$ cat config.mk
export PLATFORM = sky130hd
export DESIGN_NAME = tsip_timing_packet_parser_top
export DESIGN_NICKNAME = d
export VERILOG_FILES = /design/src/rtl/core/tsip_pkg.sv /design/src/rtl/core/tsip_front.sv /design/src/rtl/core/tsip_queue.sv /design/src/rtl/core/tsip_back.sv /design/src/rtl/core/tsip_timing_packet_parser_top.sv
export SDC_FILE = /design/constraint.sdc
export NUM_CORES = 1
export LEC_CHECK = 0
export BUFFER_PORTS_ARGS = -buffer_cell sky130_fd_sc_hd__buf_2
export CORE_MARGIN = 2
export CORE_UTILIZATION = 62
export CTS_BUF_LIST = sky130_fd_sc_hd__clkbuf_4 sky130_fd_sc_hd__clkbuf_8
export DETAILED_ROUTE_END_ITERATION = 10
export PLACE_DENSITY = 0.89
export SYNTH_ARGS = -nofsm -noshare
export SYNTH_HDL_FRONTEND = slang
export SYNTH_SLANG_ARGS = --single-unit
$ cat constraint.sdc
create_clock -name clk -period 7.78 [get_ports clk]
set_input_delay 0.778 -clock clk [delete_from_list [all_inputs] [get_ports clk]]
set_output_delay 0.778 -clock clk [all_outputs]
set_load 0.02 [all_outputs]
$ cat src/rtl/core/tsip_pkg.sv
`timescale 1ns / 1ps
// Shared types and constants for the TSIP timing packet parser.
// No dependencies; imported by every module of the block.
package tsip_pkg;

	localparam int unsigned BUF_BYTES = 128;

	localparam logic [7:0] SYM_DLE  = 8'h10;
	localparam logic [7:0] SYM_ETX  = 8'h03;
	localparam logic [7:0] PKT_ID   = 8'h8f;
	localparam logic [7:0] SUB_TIME = 8'hab;
	localparam logic [7:0] SUB_QERR = 8'hac;
	localparam logic [7:0] FLAG_MASK = 8'h04 | 8'h08;
	// minimum byte count of a time packet, and count a quant packet must exceed
	localparam logic [7:0] TIME_MIN_BYTES = 8'd19;
	localparam logic [7:0] QERR_MIN_BYTES = 8'd65;
	localparam logic [15:0] TIMEOUT_RESET = 16'd50;

	typedef enum logic [1:0] {
		ST_UNKNOWN  = 2'd0,
		ST_CONTINUE = 2'd1,
		ST_COMPLETE = 2'd2
	} status_t;

	// buffer positions that are ever inspected, captured as they stream by
	localparam int unsigned NCAP = 14;
	localparam int unsigned CAP_ID  = 0;
	localparam int unsigned CAP_SUB = 1;
	localparam int unsigned CAP_FLG = 2;
	localparam int unsigned CAP_SEC = 3;
	localparam int unsigned CAP_MIN = 4;
	localparam int unsigned CAP_HR  = 5;
	localparam int unsigned CAP_DAY = 6;
	localparam int unsigned CAP_MON = 7;
	localparam int unsigned CAP_YRH = 8;
	localparam int unsigned CAP_YRL = 9;
	localparam int unsigned CAP_Q3  = 10;
	localparam int unsigned CAP_Q2  = 11;
	localparam int unsigned CAP_Q1  = 12;
	localparam int unsigned CAP_Q0  = 13;

	localparam logic [7:0] CAP_IDX [NCAP] = '{
		8'd1, 8'd2, 8'd11, 8'd12, 8'd13, 8'd14, 8'd15, 8'd16, 8'd17, 8'd18,
		8'd62, 8'd63, 8'd64, 8'd65
	};

	// one classified request handed from the framer to the output side
	typedef struct packed {
		status_t     status;
		logic        time_ok;
		logic        quant_ok;
		logic [15:0] year;
		logic [7:0]  month;
		logic [7:0]  day;
		logic [7:0]  hour;
		logic [7:0]  minute;
		logic [7:0]  second;
		logic [31:0] quant;
	} res_t;

endpackage

$ cat src/rtl/core/tsip_front.sv
`timescale 1ns / 1ps
// Framer: accepts bytes and ticks, tracks DLE parity, idle time and byte count,
// and classifies each byte into a result request. Depends on tsip_pkg.
module tsip_front import tsip_pkg::*; (
	input  logic        clk,
	input  logic        arst_n,
	input  logic        accept,
	input  logic        cmd,
	input  logic [7:0]  byte_value,
	input  logic        cfg_we,
	input  logic [15:0] cfg_data,
	output logic        push,
	output res_t        push_data
);

	logic [15:0] timeout_q;
	logic [15:0] idle_q;
	logic [7:0]  bcnt_q;
	logic [7:0]  dcnt_q;
	logic [7:0]  cap_q [NCAP];

	logic [7:0]  cap_nxt [NCAP];
	logic        timed_out;
	logic [7:0]  bc_eff;
	logic [7:0]  dc_eff;
	logic [7:0]  dc_inc;
	logic [7:0]  bc_inc;
	logic        is_dle;
	logic        wr_buf;
	logic [7:0]  bc_d;
	logic [7:0]  dc_d;
	logic        time_pkt;
	logic        quant_pkt;
	res_t        res;

	assign is_dle    = (byte_value == SYM_DLE);
	assign timed_out = (idle_q > timeout_q);
	assign bc_eff    = timed_out ? 8'd0 : bcnt_q;
	assign dc_eff    = timed_out ? 8'd0 : dcnt_q;
	assign dc_inc    = is_dle ? dc_eff + 8'd1 : dc_eff;
	assign bc_inc    = bc_eff + 8'd1;

	always_comb begin
		for (int k = 0; k < NCAP; k++) begin
			cap_nxt[k] = (wr_buf && bc_eff == CAP_IDX[k]) ? byte_value : cap_q[k];
		end
	end

	assign time_pkt = (bc_inc >= TIME_MIN_BYTES) && (cap_nxt[CAP_ID] == PKT_ID)
		&& (cap_nxt[CAP_SUB] == SUB_TIME);
	assign quant_pkt = (bc_inc > QERR_MIN_BYTES) && (cap_nxt[CAP_ID] == PKT_ID)
		&& (cap_nxt[CAP_SUB] == SUB_QERR);

	always_comb begin
		wr_buf = 1'b0;
		bc_d   = bc_eff;
		dc_d   = dc_inc;
		res    = '0;
		res.status = ST_CONTINUE;
		res.year   = {cap_nxt[CAP_YRH], cap_nxt[CAP_YRL]};
		res.month  = cap_nxt[CAP_MON];
		res.day    = cap_nxt[CAP_DAY];
		res.hour   = cap_nxt[CAP_HR];
		res.minute = cap_nxt[CAP_MIN];
		res.second = cap_nxt[CAP_SEC];
		res.quant  = {cap_nxt[CAP_Q3], cap_nxt[CAP_Q2], cap_nxt[CAP_Q1], cap_nxt[CAP_Q0]};
		priority if (is_dle && dc_inc > 8'd2 && dc_inc[0]) begin
			// stuffed DLE: drop it
			res.status = ST_CONTINUE;
		end else if (!is_dle && dc_eff == 8'd0) begin
			res.status = ST_UNKNOWN;
		end else if (bc_eff >= 8'(BUF_BYTES)) begin
			bc_d = 8'd0;
			dc_d = 8'd0;
			res.status = ST_UNKNOWN;
		end else if (byte_value == SYM_ETX && !dc_inc[0]) begin
			wr_buf = 1'b1;
			bc_d   = 8'd0;
			dc_d   = 8'd0;
			res.status   = ST_COMPLETE;
			res.time_ok  = time_pkt && ((cap_nxt[CAP_FLG] & FLAG_MASK) == 8'd0);
			res.quant_ok = !time_pkt && quant_pkt;
		end else begin
			wr_buf = 1'b1;
			bc_d   = bc_inc;
			res.status = ST_CONTINUE;
		end
	end

	assign push      = accept && !cmd;
	assign push_data = res;

	always_ff @(posedge clk or negedge arst_n) begin
		if (!arst_n) begin
			timeout_q <= TIMEOUT_RESET;
			idle_q    <= '0;
			bcnt_q    <= '0;
			dcnt_q    <= '0;
		end else begin
			if (cfg_we) begin
				timeout_q <= cfg_data;
			end
			if (accept && cmd) begin
				if (idle_q != 16'hffff) begin
					idle_q <= idle_q + 16'd1;
				end
			end else if (accept) begin
				idle_q <= '0;
				bcnt_q <= bc_d;
				dcnt_q <= dc_d;
			end
		end
	end

	// capture only the buffer positions that are later inspected
	always_ff @(posedge clk) begin
		if (push) begin
			for (int k = 0; k < NCAP; k++) begin
				cap_q[k] <= cap_nxt[k];
			end
		end
	end

endmodule

$ cat src/rtl/core/tsip_queue.sv
`timescale 1ns / 1ps
// Two-entry request queue between the framer and the output stage.
// Depends on tsip_pkg for the request type.
module tsip_queue import tsip_pkg::*; (
	input  logic clk,
	input  logic arst_n,
	input  logic push,
	input  res_t push_data,
	output logic full,
	input  logic pop,
	output logic not_empty,
	output res_t pop_data
);

	res_t       mem_q [2];
	logic       wr_ptr_q;
	logic       rd_ptr_q;
	logic [1:0] count_q;

	assign full      = (count_q == 2'd2);
	assign not_empty = (count_q != 2'd0);
	assign pop_data  = mem_q[rd_ptr_q];

	always_ff @(posedge clk) begin
		if (push) begin
			mem_q[wr_ptr_q] <= push_data;
		end
	end

	always_ff @(posedge clk or negedge arst_n) begin
		if (!arst_n) begin
			wr_ptr_q <= 1'b0;
			rd_ptr_q <= 1'b0;
			count_q  <= '0;
		end else begin
			if (push) begin
				wr_ptr_q <= ~wr_ptr_q;
			end
			if (pop) begin
				rd_ptr_q <= ~rd_ptr_q;
			end
			unique case ({push, pop})
				2'b10:   count_q <= count_q + 2'd1;
				2'b01:   count_q <= count_q - 2'd1;
				default: count_q <= count_q;
			endcase
		end
	end

endmodule

$ cat src/rtl/core/tsip_back.sv
`timescale 1ns / 1ps
// Output stage: pops requests, clears fields of absent reports and holds
// the result register toward the receiver. Depends on tsip_pkg.
module tsip_back import tsip_pkg::*; (
	input  logic        clk,
	input  logic        arst_n,
	input  logic        q_not_empty,
	input  res_t        q_data,
	output logic        q_pop,
	output logic        out_valid,
	input  logic        out_ready,
	output logic [1:0]  status,
	output logic        time_valid,
	output logic [15:0] year,
	output logic [7:0]  month,
	output logic [7:0]  day,
	output logic [7:0]  hour,
	output logic [7:0]  minute,
	output logic [7:0]  second,
	output logic        quant_valid,
	output logic [31:0] quant_bits
);

	logic out_valid_q;
	res_t out_q;
	res_t pop_clean;

	assign q_pop = q_not_empty && (!out_valid_q || out_ready);

	// zero the payload of reports that did not occur
	always_comb begin
		pop_clean = q_data;
		if (!q_data.time_ok) begin
			pop_clean.year   = '0;
			pop_clean.month  = '0;
			pop_clean.day    = '0;
			pop_clean.hour   = '0;
			pop_clean.minute = '0;
			pop_clean.second = '0;
		end
		if (!q_data.quant_ok) begin
			pop_clean.quant = '0;
		end
	end

	always_ff @(posedge clk or negedge arst_n) begin
		if (!arst_n) begin
			out_valid_q <= 1'b0;
		end else if (!out_valid_q || out_ready) begin
			out_valid_q <= q_not_empty;
		end
	end

	always_ff @(posedge clk) begin
		if (q_pop) begin
			out_q <= pop_clean;
		end
	end

	assign out_valid   = out_valid_q;
	assign status      = out_q.status;
	assign time_valid  = out_q.time_ok;
	assign year        = out_q.year;
	assign month       = out_q.month;
	assign day         = out_q.day;
	assign hour        = out_q.hour;
	assign minute      = out_q.minute;
	assign second      = out_q.second;
	assign quant_valid = out_q.quant_ok;
	assign quant_bits  = out_q.quant;

endmodule

$ cat src/rtl/core/tsip_timing_packet_parser_top.sv
`timescale 1ns / 1ps
// TSIP timing packet parser, top level: framer, request queue, output stage.
// Depends on tsip_pkg, tsip_front, tsip_queue and tsip_back.
//
// Input channel (in_valid/in_ready): cmd 0 carries a received byte in
// byte_value, cmd 1 is one idle tick. Every byte yields exactly one result
// on the output channel (out_valid/out_ready); ticks yield none.
// Status reports out of sync, continue or packet complete; on completion of
// an 8F-AB packet with full time flags the UTC fields are reported, on an
// 8F-AC packet the raw quantization error bits.
// Config channel (cfg_valid/cfg_ready) writes timeout_ticks; always ready.
// Write it only while the block is idle.
// A byte's result is written into a queue entry, then into the output register.
// Throughput: one item per cycle while the queue is not full.
// When the receiver stalls, the output register holds and the two-entry
// queue fills; in_ready drops only when the queue is full.
// Reset: counters and idle time cleared, timeout_ticks back to 50, no
// result pending.
module tsip_timing_packet_parser_top import tsip_pkg::*; (
	input  logic        clk,
	input  logic        arst_n,
	input  logic        in_valid,
	output logic        in_ready,
	input  logic        cmd,
	input  logic [7:0]  byte_value,
	input  logic        cfg_valid,
	output logic        cfg_ready,
	input  logic [15:0] cfg_data,
	output logic        out_valid,
	input  logic        out_ready,
	output logic [1:0]  status,
	output logic        time_valid,
	output logic [15:0] year,
	output logic [7:0]  month,
	output logic [7:0]  day,
	output logic [7:0]  hour,
	output logic [7:0]  minute,
	output logic [7:0]  second,
	output logic        quant_valid,
	output logic [31:0] quant_bits
);

	logic q_full;
	logic q_not_empty;
	logic q_pop;
	logic push;
	res_t push_data;
	res_t q_data;

	assign in_ready  = !q_full;
	assign cfg_ready = 1'b1;

	tsip_front u_front (
		.clk        (clk),
		.arst_n     (arst_n),
		.accept     (in_valid && !q_full),
		.cmd        (cmd),
		.byte_value (byte_value),
		.cfg_we     (cfg_valid),
		.cfg_data   (cfg_data),
		.push       (push),
		.push_data  (push_data)
	);

	tsip_queue u_queue (
		.clk       (clk),
		.arst_n    (arst_n),
		.push      (push),
		.push_data (push_data),
		.full      (q_full),
		.pop       (q_pop),
		.not_empty (q_not_empty),
		.pop_data  (q_data)
	);

	tsip_back u_back (
		.clk         (clk),
		.arst_n      (arst_n),
		.q_not_empty (q_not_empty),
		.q_data      (q_data),
		.q_pop       (q_pop),
		.out_valid   (out_valid),
		.out_ready   (out_ready),
		.status      (status),
		.time_valid  (time_valid),
		.year        (year),
		.month       (month),
		.day         (day),
		.hour        (hour),
		.minute      (minute),
		.second      (second),
		.quant_valid (quant_valid),
		.quant_bits  (quant_bits)
	);

endmodule

==> Word level (Yosys, flattened, before mapping) <==
Memories as Yosys holds them, arrays and structs flattened.
Index checks and enable logic that the tools add are counted.
{ "totals": {"regBits": 145, "mem_bits_rw": 296, "in_bits": 30, "n_memories": 2} }
{ "mem_list": {"columns": ["memory", "depth", "width", "rd", "rd_ports_with_merged_regs", "write_ports", "line", "rtl"], "rows": [
  ["u_queue.mem_q", 2, 92, 1, 0, 1, "tsip_queue.sv:15", "res_t mem_q [2];"],
  ["u_front.cap_q", 14, 8, 14, 0, 14, "tsip_front.sv:20", "logic [7:0] cap_q [NCAP];"]
]} }
{ "classes": {"addsub": 5, "n_lt_le_gt_ge": 5, "n_eq_ne": 24, "mux": 42, "n_bitwise": 3, "reduce_logical": 42} }
{ "ops": {"columns": ["op", "n"], "rows": [
  ["8-bit 2-to-1 mux", 25],
  ["16-bit 2-to-1 mux", 3],
  ["8-bit by 4-bit == test with 1-bit output (second input constant)", 5],
  ["8-bit by 5-bit == test with 1-bit output (second input constant)", 4],
  ["1-bit logical AND", 28],
  ["8-bit == test (second input constant)", 3],
  ["16-bit by 1-bit adder with 16-bit output (second input constant)", 1],
  ["8-bit by 1-bit adder with 8-bit output (second input constant)", 2],
  ["8-bit by 2-bit == test with 1-bit output (second input constant)", 2],
  ["8-bit by 6-bit == test with 1-bit output (second input constant)", 2],
  ["8-bit by 7-bit == test with 1-bit output (second input constant)", 2],
  ["16-bit greater-than comparator", 1],
  ["8-bit zero test", 2],
  ["2-bit 2-to-1 mux", 8],
  ["16-bit != test (second input constant)", 1],
  ["8-bit by 1-bit == test with 1-bit output (second input constant)", 1],
  ["8-bit by 5-bit greater-or-equal comparator with 1-bit output (second input constant)", 1],
  ["8-bit greater-or-equal comparator (second input constant)", 1],
  ["8-bit by 2-bit greater-than comparator with 1-bit output (second input constant)", 1],
  ["8-bit by 7-bit greater-than comparator with 1-bit output (second input constant)", 1],
  ["1-bit zero test", 6],
  ["2-bit nonzero test", 3],
  ["1-bit 2-to-1 mux", 5],
  ["2-bit == test (second input constant)", 2],
  ["8 further kinds", 11]
]} }

==> Logic depth before layout (Yosys ltp) <==
Gate-level depths: netlist (run 1).
{ "logic_depth": {"ltp_word": 19, "ltp_mapped": 19, "ltp_nobuf": 15} }

==> By module <==
Synthesis (run 1) repeated with hierarchy kept, for this count alone.
{ "hier_totals": {"hier_cells": 1264, "area_unflattened_um2": 19283.5} }
{ "by_module_without_submodules": {"columns": ["module", "n_inst", "cells_per_inst", "area_each_um2", "seq_area_each_um2"], "rows": [
  ["tsip_front", 1, 765, 8722.1, 4388.0],
  ["tsip_queue", 1, 302, 7106.8, 5625.4],
  ["tsip_back", 1, 193, 3433.3, 2787.7],
  ["tsip_timing_packet_parser_top", 1, 4, 21.3, 0.0]
]} }

==> Worst setup path before layout (run 1) <==
Ideal clock, no wire load.
{ "synth_timing": {"kind": "input port to flip-flop", "startpoint": "input out_ready", "endpoint": "register u_queue.count_q[1]", "setup_time_ps": 79, "arrival_time_ps": 6461, "required_ps": 7701, "setup_slack_ps": 1240, "stages": 5, "path_cell_list": "inv_1 > a21oi_1 > ha_1 > nor2_1 > xor2_1"} }
{ "synth_via": {"elab_chain_len": 4, "elab_cells_between_ends": 6, "classes_between": "2 x eq/ne; 1 x mux; 3 x reduce/logical"} }
{ "synth_rtl": {"columns": ["element", "line", "rtl"], "rows": [
  ["start, declared", "tsip_timing_packet_parser_top.sv:30", "input logic out_ready,"],
  ["1-bit logical OR *", "tsip_back.sv:28", "assign q_pop = q_not_empty && (!out_valid_q || out_ready);"],
  ["1-bit logical AND *", "tsip_back.sv:28", null],
  ["named net q_pop", "tsip_timing_packet_parser_top.sv:45", "logic q_pop;"],
  ["2-bit by 1-bit == test with 1-bit output / 2-bit == test (equally long branches)", "tsip_queue.sv:42", "unique case ({push, pop})"],
  ["2-bit one-hot mux with 2 select lines / 2-bit nonzero test (equally long branches)", null, null],
  ["end signal, assigned", "tsip_queue.sv:43", "2'b10: count_q <= count_q + 2'd1;"],
  ["end signal, assigned", "tsip_queue.sv:44", "2'b01: count_q <= count_q - 2'd1;"],
  ["end signal, assigned", "tsip_queue.sv:45", "default: count_q <= count_q;"],
  ["end, declared", "tsip_queue.sv:18", "logic [1:0] count_q;"]
]} }
The timed path passes the listed nets; every way through them passes the cells marked *.
A chain may end at the register's enable or synchronous reset.

==> Flow_metrics.wiki, run 1 <==
{| class="wikitable"
! Metric !! Value
|-
| Top FF cell, synth || edfxtp_1
|-
| Core area || 27900 um^2
|-
| Total die area || 29900 um^2
|-
| Number of warnings issued by yosys || 0
|-
| Sequential element share of the synthesized area || 72.3%
|-
| Post-synthesis cell type with the largest combined area || edfxtp_1
|-
| Actual slew at the worst max-slew pin || 1200 ps
|-
| Req. time, crit path || 8160 ps
|-
| Relative slew margins || 20.2%
|-
| Number of synthesized register bits || 435
|-
| PD cells || 335 nW/um^2
|-
| Vias in the first global route || 10008
|-
| Insertion delay to the later sink of the worst-skew pair || 590 ps
|-
| Worst ir drop on vdd || 0.000221 V
|-
| Startpoint-to-endpoint class of the critical path || reg2reg
|-
| Final sum of negative setup slack || 0 ps
|-
| Syn Inst Count || 1140
|-
| Die W || 173 um
|-
| Status || finished clean
|-
| Total Routing Usage GR || 23.6%
|-
| Post-Synthesis Cell Area || 17700 um^2
|-
| Initial antenna violation count || 0
|-
| # IOs || 125
|-
| Vertical die dimension || 173 um
|-
| Master cell of the clock root buffer || clkbuf_8
|-
| Post-route antenna net violation count || 0
|-
| Max Fanout on Critical Path || 33
|-
| Period utilization || 56.3%
|-
| Share of synthesized flip-flops with an asynchronous set or reset || 12.2%
|-
| Library cell contributing the largest single delay on the critical path || or4b_1
|-
| Violation count after the first detailed-route iteration || 908
|-
| Unrepaired setup endpoints after global routing || no
|-
| Number of setup violations in the final report || 0
|-
| Fin Clk Skew || 39.6 ps
|-
| Tightest Hold Check Type || in2async
|-
| Mean post-synth cell area || 15.5 um^2
|-
| Leading post-synthesis cells by cell area || edfxtp_1 (65%), dfrtp_1 (7.1%), mux2_2 (6.9%)
|-
| Final worst hold slack || 324 ps
|-
| H-tree depth reported by CTS || 3
|-
| Routability congestion estimate from global placement || 0.858
|-
| Final #Nets || 1338
|-
| Top cell type's share of synthesized area || 64.8%
|-
| Distinct cell type count of the synthesized netlist || 63
|-
| WP data arrival || 4760 ps
|-
| Area grow syn2layout || 12.8%
|-
| Number of enable-type register cells in the synthesized netlist || 382
|-
| Critical path, cell by cell || ha_1 > nand4_1 > or3_1 > a21oi_1 > o31a_1 > buf_4 > nand2b_1 > inv_1 > ha_1 > o311ai_0 > o21ai_2 > or4b_1 > a2111oi_2
|-
| Max-slew violation count || 0
|-
| Remaining global-route overflow || 0
|-
| CTS tree || yes
|-
| Clock Tree Buf Depth || 3
|-
| Number of nets in the synthesized netlist || 1192
|-
| Pre-antenna DRT Iters || 5
|-
| Count of standard-cell rows || 61
|-
| Static leakage || 0.00733 uW
|-
| Quantity of gates resized following cts || 0
|-
| Starting density of the core || 63.3%
|-
| Routed wirelength normalized by instance count || 20.4 um
|-
| Fraction of layout instances using a drive strength above 1 || 27.1%
|-
| Maximum number of pins on one net before global-route repair || 72
|-
| Clock slew at reported path FFs || 70 ps
|-
| Non-filler cells in the finished layout || 1712
|-
| Setup crit start kind || flop
|-
| Min Tclk post-route || 4380 ps
|-
| Critical Path Most Common Cell || ha_1
|-
| Hold_buf cts || 0
|-
| Via count of the routed design || 9944
|-
| Number of antenna diodes || 0
|-
| Number of vias per cell after detailed routing || 5.81
|-
| Drt drc || 0
|-
| Final number of hold-violating endpoints || 0
|-
| Total CTS buffers || 68
|-
| Placed cells || 1594
|-
| DP HPWL || 20300 um
|-
| Post-Route Utilization || 71.5%
|-
| Number of buffer cells added on primary ports || 123
|-
| Max Cap Viol || 0
|-
| Max Freq || 228 MHz
|-
| First-pass GRT wire length || 54800 um
|-
| TritonCTS Sinks || 435
|-
| WL final || 35000 um
|-
| Number of buffers inserted to repair setup after CTS || 0
|-
| Delay of the slowest cell on the worst path || 590 ps
|-
| Kind of capture point of the worst setup path || flop
|}
[cell usage after synthesis, types with 17 or more instances]
cell	n
mux2i_1	92
clkbuf_1	33
mux2_2	109
ha_1	22
a21oi_1	17
nor2_1	124
dfrtp_1	50
nor3_1	18
nand2_1	51
edfxtp_1	382
o21ai_0	39
inv_1	34
[layout by cell type, fill, tap and decap left out, types with 4 or more instances in the layout]
master | synthesis | final
o31ai_1 | 5 | 5
nand4_1 | 14 | 14
clkinv_1 | 0 | 16
buf_4 | 1 | 10
dfrtp_1 | 50 | 49
ha_1 | 22 | 22
a21oi_1 | 17 | 16
and2_1 | 6 | 5
xor2_1 | 12 | 12
or3_1 | 5 | 5
nor2_1 | 124 | 123
clkbuf_4 | 0 | 18
mux2_2 | 109 | 109
xnor2_1 | 10 | 10
nand3_1 | 14 | 14
o21ai_0 | 39 | 39
and3_1 | 4 | 4
clkinv_2 | 0 | 5
nor3_1 | 18 | 18
mux2i_1 | 92 | 90
buf_2 | 7 | 123
nor4_1 | 5 | 5
edfxtp_1 | 382 | 382
and4b_1 | 4 | 4
nand2_1 | 51 | 51
clkbuf_8 | 0 | 75
inv_1 | 34 | 33
nand2b_1 | 4 | 4
[metrics by stage]
stage / worst slack, ps / total power (uW) / instance area [um^2]
3_3_place_gp: 3620 / 4830 / 18700
6_report: 3400 / 6680 / 20000
4_1_cts: 3440 / 6720 / 20000
5_1_grt: 3140 / 6970 / 20000
3_5_place_dp: 3480 / 4900 / 18700
2_1_floorplan: 1240 / 4430 / 17700
[worst max-delay path, delay by kind of cell (launching register included)]
kind / cells / cell delay, ps
AO/OA/AOI/OAI: 5 / 1400
AND/OR/NAND/NOR: 4 / 1370
adder cells (fa/ha/maj): 2 / 630
flip-flops: 1 / 410
buffers and inverters: 2 / 380
[cells by family (layout without fill, tap and decap cells)]
family	after synthesis	count (layout)	synth area share, %
xor+xnor	22	22	1.09
mux	201	201	12.1
buf+inv	91	285	2.09
flops	435	435	72.3
other cells	1	1	0.0212
fa+ha+maj	22	22	1.56
compound gates	97	97	3.54
simple gates	271	271	7.23
[layer usage]
metal / track usage (%) / vias up / part of all wire, % / routed length [um]
li1: - / 4569 / - / -
met1: 31.3 / 4868 / 40 / 14100
met2: 39.0 / 424 / 49 / 17300
met3: 4.46 / 83 / 7.3 / 2540
met4: 9.53 / 0 / 3.0 / 1050
met5: 0 / - / 0 / 0
[state kept, by name (all words and copies together), names as in the netlist, 16 cells and up]
name and flops:
u_back.quant_bits 32, u_back.year 16, u_front.cap_q 106, u_front.idle_q 16, u_front.timeout_q 16, u_queue.mem_q 184
[power by group]
group | leakage (uW) | internal (uW) | switching, uW
logic | 0.00255 | 515 | 1020
clock network | 0.000678 | 972 | 847
registers | 0.00410 | 3140 | 190
total | 0.00733 | 4620 | 2060
[worst paths after layout]
check,slack (ps),start,cells after the start,to
hold / removal,320,arst_n,2,u_front.bcnt_q[6]$_DFFE_PN0P_
setup / recovery,3400,u_front.idle_q[14]$_DFFE_PN0P_,13,u_queue.mem_q[0][88]$_DFFE_PP_
min in group clk,410,out_ready,2,u_back.out_valid$_DFFE_PN0N_
max in group asynchronous,6910,arst_n,2,u_queue.rd_ptr_q$_DFFE_PN0P_
hold reg to reg,490,u_front.dcnt_q[7]$_DFFE_PN0P_,1,u_front.dcnt_q[7]$_DFFE_PN0P_
setup reg to reg,3400,u_front.idle_q[14]$_DFFE_PN0P_,13,u_queue.mem_q[0][88]$_DFFE_PP_
[cell type report]
class                      instances  area, um^2
sequential                       435       12800
clock inverter                    25         125
multi-input combinational        614        4570
tap                              378         473
inverter                          34         130
timing repair buffer             133         691
fill                            1747        7970
clock buffer                      93        1170
Note: power is estimated with default switching activity, not from simulation.
==> run 2, diff against run 1 <==
--- a/config.mk
+++ b/config.mk
@@ -7,10 +7,10 @@
 export LEC_CHECK = 0
 export BUFFER_PORTS_ARGS = -buffer_cell sky130_fd_sc_hd__buf_2
 export CORE_MARGIN = 2
-export CORE_UTILIZATION = 62
+export CORE_UTILIZATION = 56
 export CTS_BUF_LIST = sky130_fd_sc_hd__clkbuf_4 sky130_fd_sc_hd__clkbuf_8
 export DETAILED_ROUTE_END_ITERATION = 10
-export PLACE_DENSITY = 0.89
+export PLACE_DENSITY = 0.85
 export SYNTH_ARGS = -nofsm -noshare
 export SYNTH_HDL_FRONTEND = slang
 export SYNTH_SLANG_ARGS = --single-unit
==> constraint.sdc (replaced) <==
create_clock -name clk -period 3.62 [get_ports clk]
set_input_delay 0.362 -clock clk [delete_from_list [all_inputs] [get_ports clk]]
set_output_delay 0.362 -clock clk [all_outputs]
set_load 0.02 [all_outputs]
==> run 2 against run 1 <==
Global-route usage is 1.9 points lower. Count of clock-buffer cells in the layout increased by 1. Clock skew shrank 6.2 ps. Cell count is 3.4% higher. Combinational power rose by 120%. Clock power up 120%. Critical path type unchanged. Largest cell class unchanged.
==> Flow_metrics.wiki, run 2 (same netlist as run 1, synthesis figures left out) <==
{| class="wikitable"
! Metric !! Value
|-
| PnR worst setup slack || 153 ps (was 3400 ps)
|-
| Hold Path Depth || 3
|-
| Non-filler cells in the finished layout || 1771 (was 1712)
|-
| Master cell of the clock root buffer || clkbuf_8 (unchanged)
|-
| Combinational group share of total power || 23.3% (was 23.0%)
|-
| Number of antenna diodes || 0 (unchanged)
|-
| Number of setup violations in the final report || 0 (unchanged)
|-
| Fin Clk Skew || 33.4 ps (was 39.6 ps)
|-
| Count of standard-cell rows || 65 (was 61)
|-
| Pre-antenna DRT Iters || 5 (unchanged)
|-
| Placed cells || 1636 (was 1594)
|-
| Worst slack at placement || 79.3 ps (was 3480 ps)
|-
| Unrepaired setup endpoints after global routing || no (unchanged)
|-
| Min Tclk post-route || 3470 ps (was 4380 ps)
|-
| Final number of hold-violating endpoints || 0 (unchanged)
|-
| Setup slack of the worst register-to-register path || 150 ps (was 3400 ps)
|-
| Max Fanout on Critical Path || 8 (was 33)
|-
| PD cells || 708 nW/um^2 (was 335 nW/um^2)
|-
| Core area || 31300 um^2 (was 27900 um^2)
|-
| Startpoint-to-endpoint class of the critical path || reg2reg (unchanged)
|-
| Net Sw Power || 4540 uW (was 2060 uW)
|-
| Proportion of total power due to net switching || 31.2% (was 30.8%)
|-
| H-tree depth reported by CTS || 3 (unchanged)
|-
| Area of all placed cells without fillers || 20600 um^2 (was 20000 um^2)
|-
| Max Cap Viol || 0 (unchanged)
|-
| Total CTS buffers || 69 (was 68)
|-
| CP Launch Point || u_front.idle_q[13]$_DFFE_PN0P_ (was u_front.idle_q[14]$_DFFE_PN0P_)
|-
| Status || finished clean (unchanged)
|-
| Number of flip-flops under the largest register name || 184 (unchanged)
|-
| Routed wirelength normalized by instance count || 20.1 um (was 20.4 um)
|-
| Max Freq || 288 MHz (was 228 MHz)
|-
| Starting density of the core || 56.5% (was 63.3%)
|-
| Final #Nets || 1373 (was 1338)
|-
| CTS tree || yes (unchanged)
|-
| Total die area || 33000 um^2 (was 29900 um^2)
|-
| Maximum number of pins on one net before global-route repair || 125 (was 72)
|-
| Max-slew violation count || 0 (unchanged)
|-
| Relative slew margins || 22.0% (was 20.2%)
|-
| Die W || 182 um (was 173 um)
|-
| First-pass GRT wire length || 55800 um (was 54800 um)
|-
| Period utilization || 95.8% (was 56.3%)
|-
| Clock slew at reported path FFs || 60 ps (was 70 ps)
|-
| WP data arrival || 3860 ps (was 4760 ps)
|-
| Req. time, crit path || 4020 ps (was 8160 ps)
|-
| # IOs || 125 (unchanged)
|-
| Number of vias per cell after detailed routing || 5.71 (was 5.81)
|-
| Static leakage || 0.00755 uW (was 0.00733 uW)
|-
| Most used cells in the layout excluding fill and tap cells || edfxtp_1 (382), nor2_1 (123), buf_2 (123) (unchanged)
|-
| Clock Tree Buf Depth || 3 (unchanged)
|-
| TritonCTS Sinks || 435 (unchanged)
|-
| Critical R2R Launch || u_front.idle_q[13]$_DFFE_PN0P_ (was u_front.idle_q[14]$_DFFE_PN0P_)
|-
| Placed Instance Area || 19100 um^2 (was 18700 um^2)
|-
| Initial antenna violation count || 0 (unchanged)
|-
| Vias in the first global route || 10185 (was 10008)
|-
| Setup crit start kind || flop (unchanged)
|-
| Area grow syn2layout || 16.2% (was 12.8%)
|-
| Actual slew at the worst max-slew pin || 1150 ps (was 1200 ps)
|-
| Kind of capture point of the worst setup path || flop (unchanged)
|-
| Vertical die dimension || 182 um (was 173 um)
|-
| Seq pwr share || 49.1% (was 49.8%)
|-
| Routability congestion estimate from global placement || 0.910 (was 0.858)
|-
| WL final || 35600 um (was 35000 um)
|-
| Worst r2r path cells || 12 (was 13)
|-
| DP HPWL || 20600 um (was 20300 um)
|-
| Endpoint of the worst setup timing path || u_queue.mem_q[0][88]$_DFFE_PP_ (unchanged)
|-
| Tightest Hold Check Type || in2reg (was in2async)
|-
| Violation count after the first detailed-route iteration || 947 (was 908)
|-
| Cell-internal power || 10000 uW (was 4620 uW)
|-
| Total Routing Usage GR || 21.7% (was 23.6%)
|-
| Via count of the routed design || 10117 (was 9944)
|-
| Most common library cell in the layout ignoring fill and taps || edfxtp_1 (unchanged)
|-
| Largest register by flop count || u_queue.mem_q (unchanged)
|-
| Drt drc || 0 (unchanged)
|-
| Post-route antenna net violation count || 0 (unchanged)
|-
| Worst ir drop on vdd || 0.000636 V (was 0.000221 V)
|-
| Number of buffer cells added on primary ports || 123 (unchanged)
|-
| Final worst hold slack || 13.1 ps (was 324 ps)
|-
| Fraction of layout instances using a drive strength above 1 || 29.9% (was 27.1%)
|-
| Clock power frac || 27.6% (was 27.2%)
|-
| R2R Path End || u_queue.mem_q[0][88]$_DFFE_PP_ (unchanged)
|-
| Insertion delay to the later sink of the worst-skew pair || 610 ps (was 590 ps)
|-
| Remaining global-route overflow || 0 (unchanged)
|}
==> run 2: cell types whose count changed in the layout (fill, tap and decap cells not counted), sizes merged <==
| cell | delta |
|---|---|
| buf | +20 |
| dlygate4sd3 | +14 |
| clkinv | -4 |
| inv | +4 |
| clkbuf | +1 |
==> run 2: worst min path at each step <==
stage	from	end	slack [ps]
2_1_floorplan	arst_n	u_back.out_valid$_DFFE_PN0N_	70
3_3_place_gp	u_front.dcnt_q[7]$_DFFE_PN0P_	u_front.dcnt_q[7]$_DFFE_PN0P_	470
3_5_place_dp	u_queue.count_q[1]$_DFFE_PN0P_	u_queue.count_q[1]$_DFFE_PN0P_	490
4_1_cts	cfg_data[9]	u_front.timeout_q[9]$_DFFE_PN0P_	4
5_1_grt	cfg_data[4]	u_front.timeout_q[4]$_DFFE_PN1P_	40
6_report	cfg_data[9]	u_front.timeout_q[9]$_DFFE_PN0P_	10
==> run 2: layout make-up <==
cell class | count | area [um^2]
well taps | 402 | 503
clock buffers | 94 | 1160
inverters | 34 | 130
flip-flops and latches | 435 | 12800
clock inverters | 25 | 160
repair buffers | 167 | 1060
fillers | 2063 | 10700
multi-input cells | 614 | 4760
==> run 2: critical path, stage by stage (launching register included) <==
cell and delay (ps):
dfrtp_2 450, ha_4 280, nand4_1 170, or3_1 420, a21oi_2 130, o31a_1 240, nand2b_4 190, inv_2 70
ha_4 190, nand4b_1 110, o21ai_2 110, or4b_4 570, a2111oi_4 330
==> run 2: stage by stage <==
stage	setup TNS, ps	util, %	total power [uW]
final	0	65.7	14600
after detailed placement	0	60.9	10600
after global placement	0	60.9	10500
after floorplan	-3110	-	9530
after global routing	0	65.7	15200
after CTS	0	65.6	14700
==> run 2: per-layer routing <==
metal / share of wire, % / track usage (%) / vias to the layer above / wire length, um
met5: 0 / 0 / - / 0
met4: 2.0 / 6.70 / 0 / 717
met3: 5.8 / 4.51 / 72 / 2070
met2: 50 / 36.4 / 358 / 17800
met1: 42 / 28.8 / 5053 / 15000
li1: - / - / 4634 / -
==> run 2: timing repair <==
action | CTS | global route
hold buffers | 14 | 0
gates resized for setup | 0 | 5
endpoints found under the hold margin | 46 | 0
setup endpoints to repair | 0 | 132
setup buffers | 0 | 2
==> run 2: power groups by stage <==
stage / clock (uW) / sequential [uW] / combinational (uW)
6_report: 4030 / 7160 / 3390
5_1_grt: 4320 / 7250 / 3640
4_1_cts: 4100 / 7160 / 3410
3_5_place_dp: 0 / 7250 / 3380
3_3_place_gp: 0 / 7220 / 3290
2_1_floorplan: 0 / 7680 / 1850
==> run 3, diff against run 2 <==
--- a/config.mk
+++ b/config.mk
@@ -6,9 +6,11 @@
 export NUM_CORES = 1
 export LEC_CHECK = 0
 export BUFFER_PORTS_ARGS = -buffer_cell sky130_fd_sc_hd__buf_2
+export CELL_PAD_IN_SITES_DETAIL_PLACEMENT = 0
+export CELL_PAD_IN_SITES_GLOBAL_PLACEMENT = 1
 export CORE_MARGIN = 2
-export CORE_UTILIZATION = 56
-export CTS_BUF_LIST = sky130_fd_sc_hd__clkbuf_4 sky130_fd_sc_hd__clkbuf_8
+export CORE_UTILIZATION = 48
+export CTS_BUF_LIST = sky130_fd_sc_hd__clkbuf_8
 export DETAILED_ROUTE_END_ITERATION = 10
 export PLACE_DENSITY = 0.85
 export SYNTH_ARGS = -nofsm -noshare
==> run 3 against run 2 <==
Total power down 0.19%. Count of clock-buffer cells in the layout fell by 22. Register-to-register slack got worse by 20 ps. Critical path type unchanged. Largest cell class unchanged. Highest routed layer unchanged.
==> Flow_metrics.wiki, run 3 (same netlist as run 1, synthesis figures left out) <==
{| class="wikitable"
! Metric !! Value
|-
| Number of buffer cells added on primary ports || 123 (unchanged)
|-
| Combinational group share of total power || 23.8% (was 23.3%)
|-
| Number of setup violations in the final report || 0 (unchanged)
|-
| Endpoint of the worst setup timing path || u_queue.mem_q[0][88]$_DFFE_PP_ (unchanged)
|-
| CTS tree || yes (unchanged)
|-
| Setup crit start kind || flop (unchanged)
|-
| First-pass GRT wire length || 54300 um (was 55800 um)
|-
| Total die area || 38400 um^2 (was 33000 um^2)
|-
| Relative slew margins || 24.6% (was 22.0%)
|-
| Placed Instance Area || 19200 um^2 (was 19100 um^2)
|-
| Cell-internal power || 10100 uW (was 10000 uW)
|-
| Initial antenna violation count || 0 (unchanged)
|-
| Final sum of negative setup slack || 0 ps (unchanged)
|-
| FF+latch area || 12800 um^2 (about the same)
|-
| Die W || 196 um (was 182 um)
|-
| Setup slack of the worst register-to-register path || 130 ps (was 150 ps)
|-
| Count of standard-cell rows || 70 (was 65)
|-
| Pre-antenna DRT Iters || 4 (was 5)
|-
| Master cell of the clock root buffer || clkbuf_8 (unchanged)
|-
| Maximum number of pins on one net before global-route repair || 70 (was 125)
|-
| Number of antenna diodes || 0 (unchanged)
|-
| CP Launch Point || u_front.idle_q[13]$_DFFE_PN0P_ (unchanged)
|-
| # IOs || 125 (unchanged)
|-
| Total CTS buffers || 71 (was 69)
|-
| Max Freq || 287 MHz (was 288 MHz)
|-
| Most used cells in the layout excluding fill and tap cells || edfxtp_1 (382), nor2_1 (123), buf_2 (123) (unchanged)
|-
| Proportion of total power due to net switching || 30.8% (was 31.2%)
|-
| Seq pwr share || 48.5% (was 49.1%)
|-
| Startpoint-to-endpoint class of the critical path || reg2reg (unchanged)
|-
| Number of vias per cell after detailed routing || 5.36 (was 5.71)
|-
| Core area || 36400 um^2 (was 31300 um^2)
|-
| Vertical die dimension || 196 um (was 182 um)
|-
| Final worst hold slack || 35.0 ps (was 13.1 ps)
|-
| Vias in the first global route || 10120 (was 10185)
|-
| Period utilization || 96.4% (was 95.8%)
|-
| PD cells || 703 nW/um^2 (was 708 nW/um^2)
|-
| Via count of the routed design || 9954 (was 10117)
|-
| Worst r2r path cells || 12 (unchanged)
|-
| Final number of hold-violating endpoints || 0 (unchanged)
|-
| Post-route antenna net violation count || 0 (unchanged)
|-
| Starting density of the core || 48.6% (was 56.5%)
|-
| WL final || 34800 um (was 35600 um)
|-
| Most common library cell in the layout ignoring fill and taps || edfxtp_1 (unchanged)
|-
| Largest register by flop count || u_queue.mem_q (unchanged)
|-
| Drt drc || 0 (unchanged)
|-
| Hold Path Depth || 3 (unchanged)
|-
| Status || finished clean (unchanged)
|-
| Insertion delay to the later sink of the worst-skew pair || 610 ps (about the same)
|-
| Clock Tree Buf Depth || 3 (unchanged)
|-
| Violation count after the first detailed-route iteration || 648 (was 947)
|-
| DP HPWL || 21000 um (was 20600 um)
|-
| Net Sw Power || 4480 uW (was 4540 uW)
|-
| Number of flip-flops under the largest register name || 184 (unchanged)
|-
| Fin Clk Skew || 23.6 ps (was 33.4 ps)
|-
| Tightest Hold Check Type || in2reg (unchanged)
|-
| Fraction of layout instances using a drive strength above 1 || 28.6% (was 29.9%)
|-
| Total Routing Usage GR || 18.3% (was 21.7%)
|-
| Area used by multi-input combinational logic || 4760 um^2 (about the same)
|-
| Final #Nets || 1387 (was 1373)
|-
| Clock slew at reported path FFs || 60 ps (about the same)
|-
| Area of all placed cells without fillers || 20700 um^2 (was 20600 um^2)
|-
| Kind of capture point of the worst setup path || flop (unchanged)
|-
| Max Fanout on Critical Path || 8 (unchanged)
|-
| Remaining global-route overflow || 0 (unchanged)
|-
| Max-slew violation count || 0 (unchanged)
|-
| Actual slew at the worst max-slew pin || 1110 ps (was 1150 ps)
|-
| Launch point of the worst hold path || cfg_data[5] (was cfg_data[9])
|-
| R2R Path End || u_queue.mem_q[0][88]$_DFFE_PP_ (unchanged)
|-
| Routed wirelength normalized by instance count || 18.7 um (was 20.1 um)
|-
| Max Cap Viol || 0 (unchanged)
|-
| Req. time, crit path || 4030 ps (was 4020 ps)
|-
| Routability congestion estimate from global placement || 0.869 (was 0.910)
|-
| Min Tclk post-route || 3490 ps (was 3470 ps)
|-
| TritonCTS Sinks || 435 (unchanged)
|-
| Clock power frac || 27.7% (was 27.6%)
|-
| WP data arrival || 3900 ps (was 3860 ps)
|-
| Critical R2R Launch || u_front.idle_q[13]$_DFFE_PN0P_ (unchanged)
|-
| Area grow syn2layout || 17.0% (was 16.2%)
|-
| H-tree depth reported by CTS || 3 (unchanged)
|-
| # fillers || 2825 (was 2063)
|-
| Static leakage || 0.00766 uW (was 0.00755 uW)
|-
| Worst ir drop on vdd || 0.000383 V (was 0.000636 V)
|}
run 3: cell count changes in the layout (fill, tap and decap cells not counted), moves of 2 or more:
cell           change
bufinv_16          +4
dlygate4sd3_1      +3
buf_12             -5
buf_4             +14
inv_8              -3
clkinvlp_4         +2
clkinv_1           +6
inv_1             +23
clkbuf_4          -22
run 3: stage by stage:
step | worst slack (ps) | utilization [%] | instances | total power [uW]
final | 130 | 56.8 | 1858 | 14500
after floorplan | -281 | - | 1140 | 9530
after detailed placement | 122 | 52.6 | 1710 | 10600
after CTS | 73.1 | 56.7 | 1855 | 14700
after global placement | 206 | 52.6 | 1710 | 10500
after global routing | -11.3 | 56.8 | 1858 | 15200
run 3: worst min-delay path by stage:
stage	to	slack, ps
2_1_floorplan	u_back.out_valid$_DFFE_PN0N_	70
3_3_place_gp	u_front.dcnt_q[7]$_DFFE_PN0P_	470
3_5_place_dp	u_front.dcnt_q[7]$_DFFE_PN0P_	470
4_1_cts	u_front.timeout_q[5]$_DFFE_PN1P_	5
5_1_grt	u_front.timeout_q[5]$_DFFE_PN1P_	40
6_report	u_front.timeout_q[5]$_DFFE_PN1P_	30
run 3: metal layers:
metal	vias up	track usage, %	wire, um
li1	4676	-	-
met1	4950	23.0	14800
met2	278	31.0	17400
met3	50	3.90	1820
met4	0	7.41	808
met5	-	0	0
run 3: power by group through the flow:
stage | Sequential, uW | Combinational, uW | Clock, uW
2_1_floorplan | 7680 | 1850 | 0
4_1_cts | 7070 | 3490 | 4120
5_1_grt | 7150 | 3740 | 4350
6_report | 7060 | 3460 | 4030
3_5_place_dp | 7170 | 3470 | 0
3_3_place_gp | 7140 | 3410 | 0
run 3: layout make-up:
| cell class | instances | area share, % |
|---|---|---|
| flip-flops and latches | 435 | 61.8 |
| multi-input cells | 614 | 23.0 |
| repair buffers | 179 | 5.27 |
| clock buffers | 72 | 4.79 |
| well taps | 468 | 2.83 |
| clock inverters | 56 | 1.66 |
| inverters | 34 | 0.629 |
run 3: what timing repair did:
action,in CTS,in global routing
setup endpoints to repair,0,18
endpoints found under the hold margin,48,0
hold buffers,17,0
resized for setup,0,4
buffers inserted,0,3
run 3: worst max-delay path, stage by stage (launching register included):
cell       delay, ps
dfrtp_1          420
ha_1             310
nand4_1          190
or3_4            430
a21oi_4          160
o31a_1           220
nand2b_4         180
inv_2             70
ha_4             190
o311ai_2          80
o21ai_2          140
or4b_4           570
a2111oi_4        330
